==> config.mk <==
export PLATFORM = sky130hd
export DESIGN_NAME = utcl_decoder
export DESIGN_NICKNAME = d
export VERILOG_FILES = /design/src/hdl/utcl_pkg.sv /design/src/hdl/utcl_decoder.sv
export SDC_FILE = /design/constraint.sdc
export NUM_CORES = 1
export LEC_CHECK = 0
export CELL_PAD_IN_SITES_DETAIL_PLACEMENT = 1
export CELL_PAD_IN_SITES_GLOBAL_PLACEMENT = 2
export CORE_ASPECT_RATIO = 1.4
export CORE_MARGIN = 1
export CORE_UTILIZATION = 32
export CTS_CLUSTER_SIZE = 30
export DETAILED_ROUTE_END_ITERATION = 10
export DONT_BUFFER_PORTS = 1
export PLACE_DENSITY = 0.74
export SLEW_MARGIN = 30
export SYNTH_ARGS = -nofsm -noshare
export SYNTH_HDL_FRONTEND = slang
export SYNTH_SLANG_ARGS = --single-unit
==> constraint.sdc <==
create_clock -name clk -period 1.49 [get_ports clk]
set_input_delay 0.149 -clock clk [delete_from_list [all_inputs] [get_ports clk]]
set_output_delay 0.149 -clock clk [all_outputs]
set_load 0.005 [all_outputs]
==> src/hdl/utcl_pkg.sv <==
// utcl_pkg: shared constants and types for the utf8 text cursor layout unit
// no dependencies; imported by the decoder, the top level and the testbench
package utcl_pkg;

  // line step applied by a newline
  localparam int LINE_HEIGHT = 16;

  // input commands
  localparam logic [1:0] CMD_LOAD  = 2'd0;
  localparam logic [1:0] CMD_START = 2'd1;
  localparam logic [1:0] CMD_TEXT  = 2'd2;

  // decoder stages
  localparam logic [1:0] DEC_LEAD   = 2'd0;
  localparam logic [1:0] DEC_SECOND = 2'd1;
  localparam logic [1:0] DEC_THIRD  = 2'd2;

  // operations handed to the layout stage
  localparam logic [1:0] OP_NONE    = 2'd0;
  localparam logic [1:0] OP_START   = 2'd1;
  localparam logic [1:0] OP_NEWLINE = 2'd2;
  localparam logic [1:0] OP_PLACE   = 2'd3;

  // special runes and pen steps
  localparam logic [15:0] SUBST_RUNE   = 16'h003F;
  localparam logic [15:0] NEWLINE_RUNE = 16'h000A;
  localparam logic [15:0] NARROW_STEP  = 16'd8;
  localparam logic [15:0] WIDE_STEP    = 16'd16;

  // attribute bits
  localparam int ATTR_PRESENT = 0;
  localparam int ATTR_WIDE    = 1;

  typedef struct packed {
    logic [1:0]  op;
    logic [15:0] rune;
  } dec_out_t;

endpackage

==> src/hdl/utcl_decoder.sv <==
// utcl_decoder: utf8 decoder for one to three byte sequences with halt on bad input
// depends on utcl_pkg
module utcl_decoder
  import utcl_pkg::*;
(
  input  logic       clk,
  input  logic       rst,
  input  logic       fire,
  input  logic [1:0] command,
  input  logic [7:0] byte_value,
  output dec_out_t   dec
);

  logic [1:0] stage;
  logic [1:0] stage_next;
  logic [7:0] lead_byte;
  logic [7:0] lead_next;
  logic [7:0] second_byte;
  logic [7:0] second_next;
  logic       halted;
  logic       halted_next;
  logic       emit;
  logic [15:0] rune;

  // decode one byte against the current stage
  always_comb begin
    stage_next  = stage;
    lead_next   = lead_byte;
    second_next = second_byte;
    halted_next = halted;
    emit        = 1'b0;
    rune        = 16'd0;
    dec.op      = OP_NONE;
    if (command == CMD_START) begin
      stage_next  = DEC_LEAD;
      halted_next = 1'b0;
      dec.op      = OP_START;
    end else if (command == CMD_TEXT && !halted) begin
      if (byte_value == 8'h00) begin
        halted_next = 1'b1;
      end else begin
        case (stage)
          DEC_LEAD: begin
            if (!byte_value[7]) begin
              emit = 1'b1;
              rune = {8'h00, byte_value};
            end else if (byte_value[7:5] == 3'b110 || byte_value[7:4] == 4'b1110) begin
              lead_next  = byte_value;
              stage_next = DEC_SECOND;
            end else begin
              halted_next = 1'b1;
            end
          end
          DEC_SECOND: begin
            if (lead_byte[7:5] == 3'b110) begin
              stage_next = DEC_LEAD;
              emit       = 1'b1;
              rune       = {5'd0, lead_byte[4:0], byte_value[5:0]};
            end else begin
              second_next = byte_value;
              stage_next  = DEC_THIRD;
            end
          end
          default: begin
            stage_next = DEC_LEAD;
            emit       = 1'b1;
            rune       = {lead_byte[3:0], second_byte[5:0], byte_value[5:0]};
          end
        endcase
      end
    end
    if (emit) begin
      dec.op = (rune == NEWLINE_RUNE) ? OP_NEWLINE : OP_PLACE;
    end
    dec.rune = rune;
  end

  // decoder state
  always_ff @(posedge clk) begin
    if (rst) begin
      stage       <= DEC_LEAD;
      lead_byte   <= 8'd0;
      second_byte <= 8'd0;
      halted      <= 1'b1;
    end else if (fire) begin
      stage       <= stage_next;
      lead_byte   <= lead_next;
      second_byte <= second_next;
      halted      <= halted_next;
    end
  end

endmodule

==> results of run 1 <==
==> metrics by stage <==
stage	total power [mW]	area, µm²	util, %	TNS (ns)
6_report	0.912	1750	56.0	-4.58
5_1_grt	0.942	1750	56.0	-6.50
4_1_cts	0.892	1500	48.0	-2.96
2_1_floorplan	0.513	1060	-	-0.0905
3_5_place_dp	0.521	1290	41.4	-0.244
3_3_place_gp	0.521	1290	41.4	-0.131
==> sequential cells by signal, indices dropped and copies added, names as in the netlist <==
signal	cells
lead_byte	8
second_byte	6
stage	2
halted	1
==> cell usage in the layout, fill, tap and decap left out, types with 3 or more instances in the layout <==
master,synthesis,routed
dfxtp_2,0,6
mux2i_1,12,10
and3_1,11,5
clkbuf_8,0,3
buf_4,1,19
buf_6,0,16
and3_4,0,6
o21ai_0,4,4
dfxtp_1,17,10
nor2_1,19,15
nand2b_1,3,3
nor2_4,0,3
nand2_1,9,8
==> Yosys cell counts (2+ instances only) <==
library cell  count
buf_2             2
a21oi_1           5
nor4_4            2
and2_1            2
mux2i_1          12
clkbuf_1          2
o21ai_0           4
nor2_1           19
nand2_1           9
dfxtp_1          17
nand2b_1          3
inv_1             3
a22oi_1           3
and3_1           11
==> report_power, final <==
| group | switching (mW) | internal, mW |
|---|---|---|
| Sequential | 0.00169 | 0.455 |
| Clock | 0.166 | 0.191 |
| Combinational | 0.0489 | 0.0498 |
| Total | 0.217 | 0.695 |
==> metal layers <==
metal | global-route usage, % | part of all wire (%) | vias to the layer above
met5 | 0 | 0 | -
met4 | 6.17 | 1.9 | 0
met3 | 3.70 | 4.1 | 7
met2 | 36.9 | 54 | 32
met1 | 24.7 | 40 | 545
li1 | - | - | 509
==> logic make-up (layout without fill, tap and decap cells) <==
| logic type | Yosys count | in the layout | share of synthesized area, % |
|---|---|---|---|
| DFF | 17 | 17 | 32.3 |
| buffers and inverters | 9 | 47 | 3.81 |
| AOI/OAI and AO/OA | 22 | 22 | 15.3 |
| muxes | 12 | 12 | 11.4 |
| and+or+nand+nor | 59 | 59 | 37.1 |
==> cell type report <==
type	instances	area share, %
multi-input combinational	93	50.6
timing repair buffer	40	23.3
sequential	17	20.1
tap	39	2.79
clock buffer	4	2.58
inverter	3	0.644
==> how the worst min path moves through the flow <==
stage	from	endpoint	slack, ns	depth (start not counted)
2_1_floorplan	byte_value[0]	lead_byte[0]$_SDFFE_PP0P_	0.29	2
3_3_place_gp	rst	stage[1]$_SDFFE_PP0P_	0.22	1
3_5_place_dp	rst	lead_byte[7]$_SDFFE_PP0P_	0.22	1
4_1_cts	fire	stage[0]$_SDFFE_PP0P_	0.003	1
5_1_grt	fire	stage[1]$_SDFFE_PP0P_	-0.004	1
6_report	fire	stage[1]$_SDFFE_PP0P_	0.007	1
==> worst reg2reg max path: cells and delay by family (launching register included) <==
family / cells / cell delay [ns]
multiplexers: 1 / 0.17
AND/OR/NAND/NOR: 3 / 0.44
AO/OA/AOI/OAI: 1 / 0.29
buffers and inverters: 2 / 0.30
flip-flops: 1 / 0.33
==> repair_timing <==
action / in CTS / in global routing
gates cloned: 0 / 2
resized for setup: 26 / 40
endpoints found under the setup margin: 26 / 32
buffers inserted: 6 / 9
hold endpoints to repair: 17 / 1
hold buffers: 1 / 1
pin swaps: 11 / 15
==> results.py, run 1 <==
metrics = {
    "synth": {
        "post-synth-top-area-cell": "dfxtp_1",
        "yosys.cell_types.count": 39,
        "synth_area_mm2": 0.00105,
        "synthCells": 119,
        "syn_avg_cell_area_um2": 8.84,
        "netlist.area_leader.share_pct": 32.3,
        "synthArstFlopShare_pct": 0,
        "ys_seq_area_share_pct": 32.3,
        "syn_nets": 132,
        "ys_top_cells_by_area": "dfxtp_1 (32%), mux2i_1 (11%), nor2_1 (6.8%), and3_1 (6.5%), nor4_4 (4.0%)",
        "ys_ff_latch": 17,
        "yosysWarningCount": 0,
        "ys.flop_type": "dfxtp_1",
        "synth-edff-count": 0,
    },
    "cells_and_area": {
        "area.growth.synth_to_final_pct": 66.2,
        "num-nets-final": 171,
        "fillCellCount": 362,
        "final_cells": 196,
        "drive_gt1_share_pct": 55.4,
        "final-seq-area_um2": 352,
        "antenna_cells": 0,
        "multi_input_area_um2": 885,
    },
    "floorplan": {
        "die_area_mm2": 0.00352,
        "coreArea_mm2": 0.00312,
        "fp.dieW_um": 50.5,
        "start_util_pct": 33.7,
        "die_y_um": 69.9,
        "num_rows": 24,
        "io_pins": 31,
    },
    "placement": {
        "gp_congestion": 0.732,
        "dp_slack_ns": -0.206,
        "dp.cells": 177,
        "hpwl_um": 2500,
        "io_buffers": 0,
    },
    "clocking": {
        "clock_sinks": 17,
        "cts_root_buf": "clkbuf_8",
        "clk-insertion-delay-late_ns": 0.26,
        "tritoncts": "yes",
        "cts-buffers-inserted": 3,
        "cts.reportedPaths.clkPinSlew_ns": 0.07,
        "cts_buffer_depth": 2,
        "htree_levels": 1,
    },
    "job": {
        "maxCapViolCount": 0,
    },
    "pwr": {
        "p_leak_nw": 0.764,
        "powerDensity_mw_per_mm2": 521,
        "ir_worst_vdd_mv": 0.601,
    },
    "timing": {
        "fin_skew_ns": 0.00523,
        "rsz0062_at_grt": "yes",
        "setup_slack_ns": -0.408,
        "slew_violations": 0,
        "whs_ns": 0.00678,
        "period_minus_slack_ns": 1.90,
        "max_freq_mhz": 527,
        "worstMarginPinSlew_ns": 0.714,
        "relSlewSlack_pct": 52.3,
        "setup_viol_count_final": 22,
        "hold_viol_final": 0,
        "period_share_pct": 127,
    },
    "critical_path": {
        "reg2regPathDepth": 7,
        "crit_path_end": "dec[16]",
        "startpoint": "lead_byte[0]$_SDFFE_PP0P_",
        "crit_path_end_kind": "output port",
        "r2r_end": "second_byte[0]$_SDFFE_PP0P_",
        "path_cells": "or4_4 > o31ai_4 > a21oi_2 > o41a_1",
        "cpPeakStageDelay_ns": 0.54,
        "crit_arrival_ns": 1.75,
        "crit_cells": 4,
        "rrSetupSlack_ns": -0.18,
        "r2r_start": "halted$_SDFFE_PP1P_",
        "critPathKind": "register to output port",
        "start_kind": "register",
        "critPathBufInv": 0,
        "cp.required_ns": 1.34,
        "cpLargestDelayFamily": "compound AO/OA/AOI/OAI gates",
        "worstPathMaxFanout": 2,
        "cp_slowest_cell": "or4_4",
    },
    "grt": {
        "grt_max_degree": 18,
        "grt_pass1_wl_um": 5480,
        "antenna_found_initial": 0,
        "grt_overflow_total": 0,
        "first_global_vias": 1102,
        "track_usage_pct": 20.8,
    },
    "routing": {
        "drc": 0,
        "drt-vias-per-instance": 5.58,
        "vias": 1093,
        "drt_iter0_drc": 28,
        "wl_um": 4050,
        "ant_nets": 0,
        "firstDrtPassIters": 4,
        "wl_per_cell_um": 20.6,
    },
    "status": {
        "violations": "setup timing",
        "outcome": "finished, violations left",
    },
    "worst_hold_path": {
        "min_path_type": "input port to register",
    },
}
(Power assumes the default switching activity.)
==> run 2: changes to the inputs <==
--- a/config.mk
+++ b/config.mk
@@ -7,9 +7,9 @@
 export LEC_CHECK = 0
 export CELL_PAD_IN_SITES_DETAIL_PLACEMENT = 1
 export CELL_PAD_IN_SITES_GLOBAL_PLACEMENT = 2
-export CORE_ASPECT_RATIO = 1.4
 export CORE_MARGIN = 1
 export CORE_UTILIZATION = 32
+export CTS_CLUSTER_DIAMETER = 60
 export CTS_CLUSTER_SIZE = 30
 export DETAILED_ROUTE_END_ITERATION = 10
 export DONT_BUFFER_PORTS = 1
==> results.py, run 2 (same netlist as run 1, synthesis figures left out) <==
metrics = {
    "timing": {
        "setup_slack_ns": -0.448,
        "hold_viol_final": 1,
        "worstMarginPinSlew_ns": 0.672,
        "finalSetupTns_ns": -4.22,
        "setup_viol_count_final": 25,
        "slew_violations": 0,
        "whs_ns": -0.00161,
        "period_share_pct": 130,
        "relSlewSlack_pct": 55.1,
        "period_minus_slack_ns": 1.94,
        "max_freq_mhz": 516,
        "fin_skew_ns": 0.00490,
        "rsz0062_at_grt": "yes",
    },
    "cells_and_area": {
        "final_cell_mix": "buf_4 (19), nor2_1 (15), buf_6 (14), mux2i_1 (12), dfxtp_1 (12)",
        "drive_gt1_share_pct": 49.0,
        "antenna_cells": 0,
        "reg_top3": "lead_byte x8, second_byte x6, stage x2",
        "final_common_cell": "buf_4",
        "largest_reg_flops": 8,
        "num-nets-final": 171,
        "area.growth.synth_to_final_pct": 56.7,
        "fin_area_mm2": 0.00165,
        "top_register": "lead_byte",
    },
    "routing": {
        "firstDrtPassIters": 4,
        "wl_per_cell_um": 18.2,
        "wl_um": 3660,
        "ant_nets": 0,
        "vias": 1078,
        "drt_iter0_drc": 39,
        "drt-vias-per-instance": 5.36,
        "drc": 0,
    },
    "worst_hold_path": {
        "min_path_type": "input port to register",
        "worstHoldStart": "byte_value[4]",
    },
    "critical_path": {
        "start_kind": "register",
        "crit_path_end": "dec[16]",
        "reg2regPathDepth": 7,
        "cp_slowest_cell": "o41a_1",
        "r2r_end": "second_byte[2]$_SDFFE_PP0P_",
        "cpPeakStageDelay_ns": 0.45,
        "startpoint": "lead_byte[7]$_SDFFE_PP0P_",
        "r2r_start": "halted$_SDFFE_PP1P_",
        "crit_path_end_kind": "output port",
        "path_cells": "and3b_1 > and2_4 > a22oi_2 > o2111ai_1 > o41a_1",
        "critPathKind": "register to output port",
        "rrSetupSlack_ns": -0.08,
        "worstPathMaxFanout": 5,
        "crit_arrival_ns": 1.79,
        "cp.required_ns": 1.34,
    },
    "pwr": {
        "p_leak_nw": 0.746,
        "p_clk_share_pct": 31.6,
        "powerDensity_mw_per_mm2": 493,
        "p_int_mw": 0.607,
        "ir_worst_vdd_mv": 0.328,
        "pwr-share-seq_pct": 56.1,
        "switching_power_mw": 0.205,
        "share_comb_of_total_power_pct": 12.2,
        "switching_share_pct": 25.3,
    },
    "floorplan": {
        "fp.dieW_um": 59.3,
        "num_rows": 20,
        "die_y_um": 59.3,
        "die_area_mm2": 0.00352,
        "io_pins": 31,
        "start_util_pct": 34.2,
        "coreArea_mm2": 0.00308,
    },
    "grt": {
        "antenna_found_initial": 0,
        "track_usage_pct": 21.4,
        "grt_overflow_total": 0,
        "grt_pass1_wl_um": 5500,
        "first_global_vias": 1140,
        "grt_max_degree": 18,
    },
    "job": {
        "maxCapViolCount": 0,
    },
    "clocking": {
        "clk-insertion-delay-late_ns": 0.30,
        "tritoncts": "yes",
        "cts_root_buf": "clkbuf_4",
        "cts_buffer_depth": 2,
        "clock_sinks": 17,
        "cts.reportedPaths.clkPinSlew_ns": 0.10,
        "cts-buffers-inserted": 3,
        "htree_levels": 1,
    },
    "placement": {
        "gp_congestion": 0.795,
        "placed_cell_area_mm2": 0.00130,
        "dp_slack_ns": -0.160,
        "hpwl_um": 2500,
        "io_buffers": 0,
    },
    "status": {
        "violations": "hold timing, setup timing",
        "outcome": "finished, violations left",
    },
}
[run 2: how the worst min path moves through the flow]
stage	end	slack, ns	cells after the start
after global placement	stage[1]$_SDFFE_PP0P_	0.22	1
after floorplan	lead_byte[0]$_SDFFE_PP0P_	0.29	2
after global routing	second_byte[1]$_SDFFE_PP0P_	0.004	2
after CTS	second_byte[5]$_SDFFE_PP0P_	0.0002	2
after detailed placement	lead_byte[6]$_SDFFE_PP0P_	0.22	1
final	second_byte[4]$_SDFFE_PP0P_	-0.002	2
[run 2: critical path: cells and delay by family, from the launching register on]
family | cells | cell delay (ns)
AO/OA/AOI/OAI | 3 | 0.76
AND/OR/NAND/NOR | 2 | 0.39
flip-flops | 1 | 0.33
[run 2: cell type report]
cell class | instances | area [µm²]
Inverter | 3 | 11.3
Sequential cell | 17 | 349
Clock buffer | 3 | 22.5
Clock inverter | 1 | 5.00
Fill cell | 356 | 1430
Timing Repair Buffer | 40 | 380
Multi-Input combinational cell | 93 | 826
Tap cell | 44 | 55.1
[run 2: power groups by stage]
stage | logic (mW) | clock network [mW] | registers (mW)
finish | 0.0993 | 0.257 | 0.456
global route | 0.106 | 0.287 | 0.457
CTS | 0.0903 | 0.265 | 0.458
detailed placement | 0.0534 | 0 | 0.468
global placement | 0.0521 | 0 | 0.468
floorplan | 0.0450 | 0 | 0.468
[run 2: metrics by stage]
step / utilization [%] / cells / total power, mW
after global placement: 42.3 / 184 / 0.520
final: 53.6 / 201 / 0.813
after detailed placement: 42.3 / 184 / 0.522
after floorplan: - / 119 / 0.513
after global routing: 53.6 / 201 / 0.850
after CTS: 50.2 / 197 / 0.813
[run 2: repair_timing]
action / CTS / global route
hold buffers: 6 / 0
setup buffers: 4 / 5
gates resized for setup: 35 / 17
cloned: 0 / 0
pin swaps: 8 / 7
hold endpoints to repair: 17 / 0
endpoints found under the setup margin: 20 / 32
[run 2: layer usage]
layer	track usage (%)	wire, µm
met1	26.2	1500
met2	36.8	1840
met3	4.59	229
met4	7.48	91
met5	0	0
==> run 3: changes to the inputs <==
--- a/config.mk
+++ b/config.mk
@@ -13,6 +13,8 @@
 export CTS_CLUSTER_SIZE = 30
 export DETAILED_ROUTE_END_ITERATION = 10
 export DONT_BUFFER_PORTS = 1
+export HOLD_SLACK_MARGIN = 0.08
+export MAX_ROUTING_LAYER = met4
 export PLACE_DENSITY = 0.74
 export SLEW_MARGIN = 30
 export SYNTH_ARGS = -nofsm -noshare
==> results.py, run 3 (same netlist as run 1, synthesis figures left out) <==
metrics = {
    "critical_path": {
        "crit_path_end_kind": "output port",
        "reg2regPathDepth": 7,
        "critPathKind": "register to output port",
        "critPathBufInv": 0,
        "r2r_start": "halted$_SDFFE_PP1P_",
        "path_cells": "and3b_1 > and2_4 > a22oi_2 > o2111ai_1 > o41a_1",
        "rrSetupSlack_ns": -0.06,
        "cp.required_ns": 1.34,
        "cpPeakStageDelay_ns": 0.46,
        "cp_slowest_cell": "o41a_1",
        "cpLargestDelayFamily": "compound AO/OA/AOI/OAI gates",
        "worstPathMaxFanout": 5,
        "crit_arrival_ns": 1.81,
        "start_kind": "register",
        "r2r_end": "second_byte[4]$_SDFFE_PP0P_",
    },
    "status": {
        "violations": "setup timing",
        "outcome": "finished, violations left",
    },
    "timing": {
        "fin_skew_ns": 0.000416,
        "setup_slack_ns": -0.471,
        "worstMarginPinSlew_ns": 0.689,
        "period_share_pct": 132,
        "max_freq_mhz": 510,
        "setup_viol_count_final": 25,
        "whs_ns": 0.164,
        "period_minus_slack_ns": 1.96,
        "slew_violations": 0,
        "rsz0062_at_grt": "yes",
        "relSlewSlack_pct": 53.9,
        "hold_viol_final": 0,
    },
    "routing": {
        "wl_per_cell_um": 18.4,
        "drt_iter0_drc": 28,
        "drc": 0,
        "wl_um": 3730,
        "drt-vias-per-instance": 5.28,
        "vias": 1071,
        "firstDrtPassIters": 4,
        "ant_nets": 0,
    },
    "cells_and_area": {
        "area.growth.synth_to_final_pct": 59.3,
        "final_common_cell": "buf_4",
        "num-nets-final": 173,
        "fin_util_pct": 54.5,
        "top_register": "lead_byte",
        "antenna_cells": 0,
        "final_cells": 203,
        "largest_reg_flops": 8,
        "reg_top3": "lead_byte x8, second_byte x6, stage x2",
        "final_cell_mix": "buf_4 (20), nor2_1 (14), buf_6 (13), mux2i_1 (12), dfxtp_1 (12)",
        "drive_gt1_share_pct": 49.1,
    },
    "pwr": {
        "powerDensity_mw_per_mm2": 491,
        "switching_share_pct": 25.4,
        "switching_power_mw": 0.209,
        "ir_worst_vdd_mv": 0.356,
        "p_leak_nw": 0.752,
        "p_total_mw": 0.823,
        "p_clk_share_pct": 31.1,
        "share_comb_of_total_power_pct": 13.2,
        "pwr-share-seq_pct": 55.7,
        "p_int_mw": 0.614,
    },
    "floorplan": {
        "die_area_mm2": 0.00352,
        "io_pins": 31,
        "start_util_pct": 34.2,
        "fp.dieW_um": 59.3,
        "die_y_um": 59.3,
        "num_rows": 20,
        "coreArea_mm2": 0.00308,
    },
    "grt": {
        "track_usage_pct": 22.4,
        "grt_pass1_wl_um": 5530,
        "grt_max_degree": 18,
        "antenna_found_initial": 0,
        "grt_overflow_total": 0,
        "first_global_vias": 1164,
    },
    "worst_hold_path": {
        "worstHoldStart": "fire",
        "hold_end": "lead_byte[7]$_SDFFE_PP0P_",
        "min_path_type": "input port to register",
        "whs_path_depth": 3,
    },
    "job": {
        "maxCapViolCount": 0,
    },
    "clocking": {
        "tritoncts": "yes",
        "clock_sinks": 17,
        "cts-buffers-inserted": 3,
        "cts.reportedPaths.clkPinSlew_ns": 0.10,
        "clk-insertion-delay-late_ns": 0.30,
        "cts_root_buf": "clkbuf_4",
        "cts_buffer_depth": 2,
        "htree_levels": 1,
    },
    "placement": {
        "io_buffers": 0,
        "dp.cells": 184,
        "gp_congestion": 0.806,
        "hpwl_um": 2500,
    },
}
run 3: layout make-up:
class,count,area (µm²)
flip-flops and latches,17,347
multi-input cells,93,840
inverters,3,11.3
repair buffers,42,397
clock inverters,1,5.00
well taps,44,55.1
fillers,355,1400
clock buffers,3,22.5
run 3: worst max-delay path by stage:
| stage | start | end | slack, ns | depth (start not counted) |
|---|---|---|---|---|
| detailed placement | lead_byte[3]$_SDFFE_PP0P_ | dec[16] | -0.16 | 4 |
| floorplan | stage[0]$_SDFFE_PP0P_ | dec[16] | -0.08 | 5 |
| global placement | stage[1]$_SDFFE_PP0P_ | dec[16] | -0.11 | 5 |
| global route | lead_byte[7]$_SDFFE_PP0P_ | dec[16] | -0.54 | 5 |
| finish | lead_byte[7]$_SDFFE_PP0P_ | dec[16] | -0.47 | 5 |
| CTS | lead_byte[3]$_SDFFE_PP0P_ | dec[16] | -0.49 | 4 |
run 3: power by group through the flow:
stage | sequential, mW | combinational [mW] | clock (mW)
finish | 0.458 | 0.109 | 0.256
global route | 0.459 | 0.115 | 0.288
CTS | 0.458 | 0.0975 | 0.265
detailed placement | 0.468 | 0.0534 | 0
global placement | 0.468 | 0.0521 | 0
floorplan | 0.468 | 0.0450 | 0
run 3: tightest hold or removal path, stage by stage:
cell	delay [ns]
nand3_2	0.09
buf_6	0.13
a21oi_1	0.06
run 3: timing repair:
| item | CTS | global route |
|---|---|---|
| endpoints found under the hold margin | 17 | 0 |
| setup endpoints to repair | 20 | 32 |
| setup buffers | 4 | 6 |
| hold buffers | 8 | 0 |
| pin swaps | 8 | 7 |
| gates resized for setup | 35 | 17 |
run 3: layer usage:
metal  up-vias  GRT usage (%)  routed length (µm)
li1        509              -                   -
met1       530           27.3                1660
met2        28           37.2                1850
met3         4           3.71                 178
met4         0           7.48                  31
met5         -              -                   0
run 3: stage by stage:
stage	worst slack (ns)	instance area (µm²)	TNS [ns]
finish	-0.471	1680	-4.16
global route	-0.543	1680	-6.40
CTS	-0.486	1570	-3.63
detailed placement	-0.160	1300	-0.160
global placement	-0.112	1300	-0.112
floorplan	-0.0787	1060	-0.0905
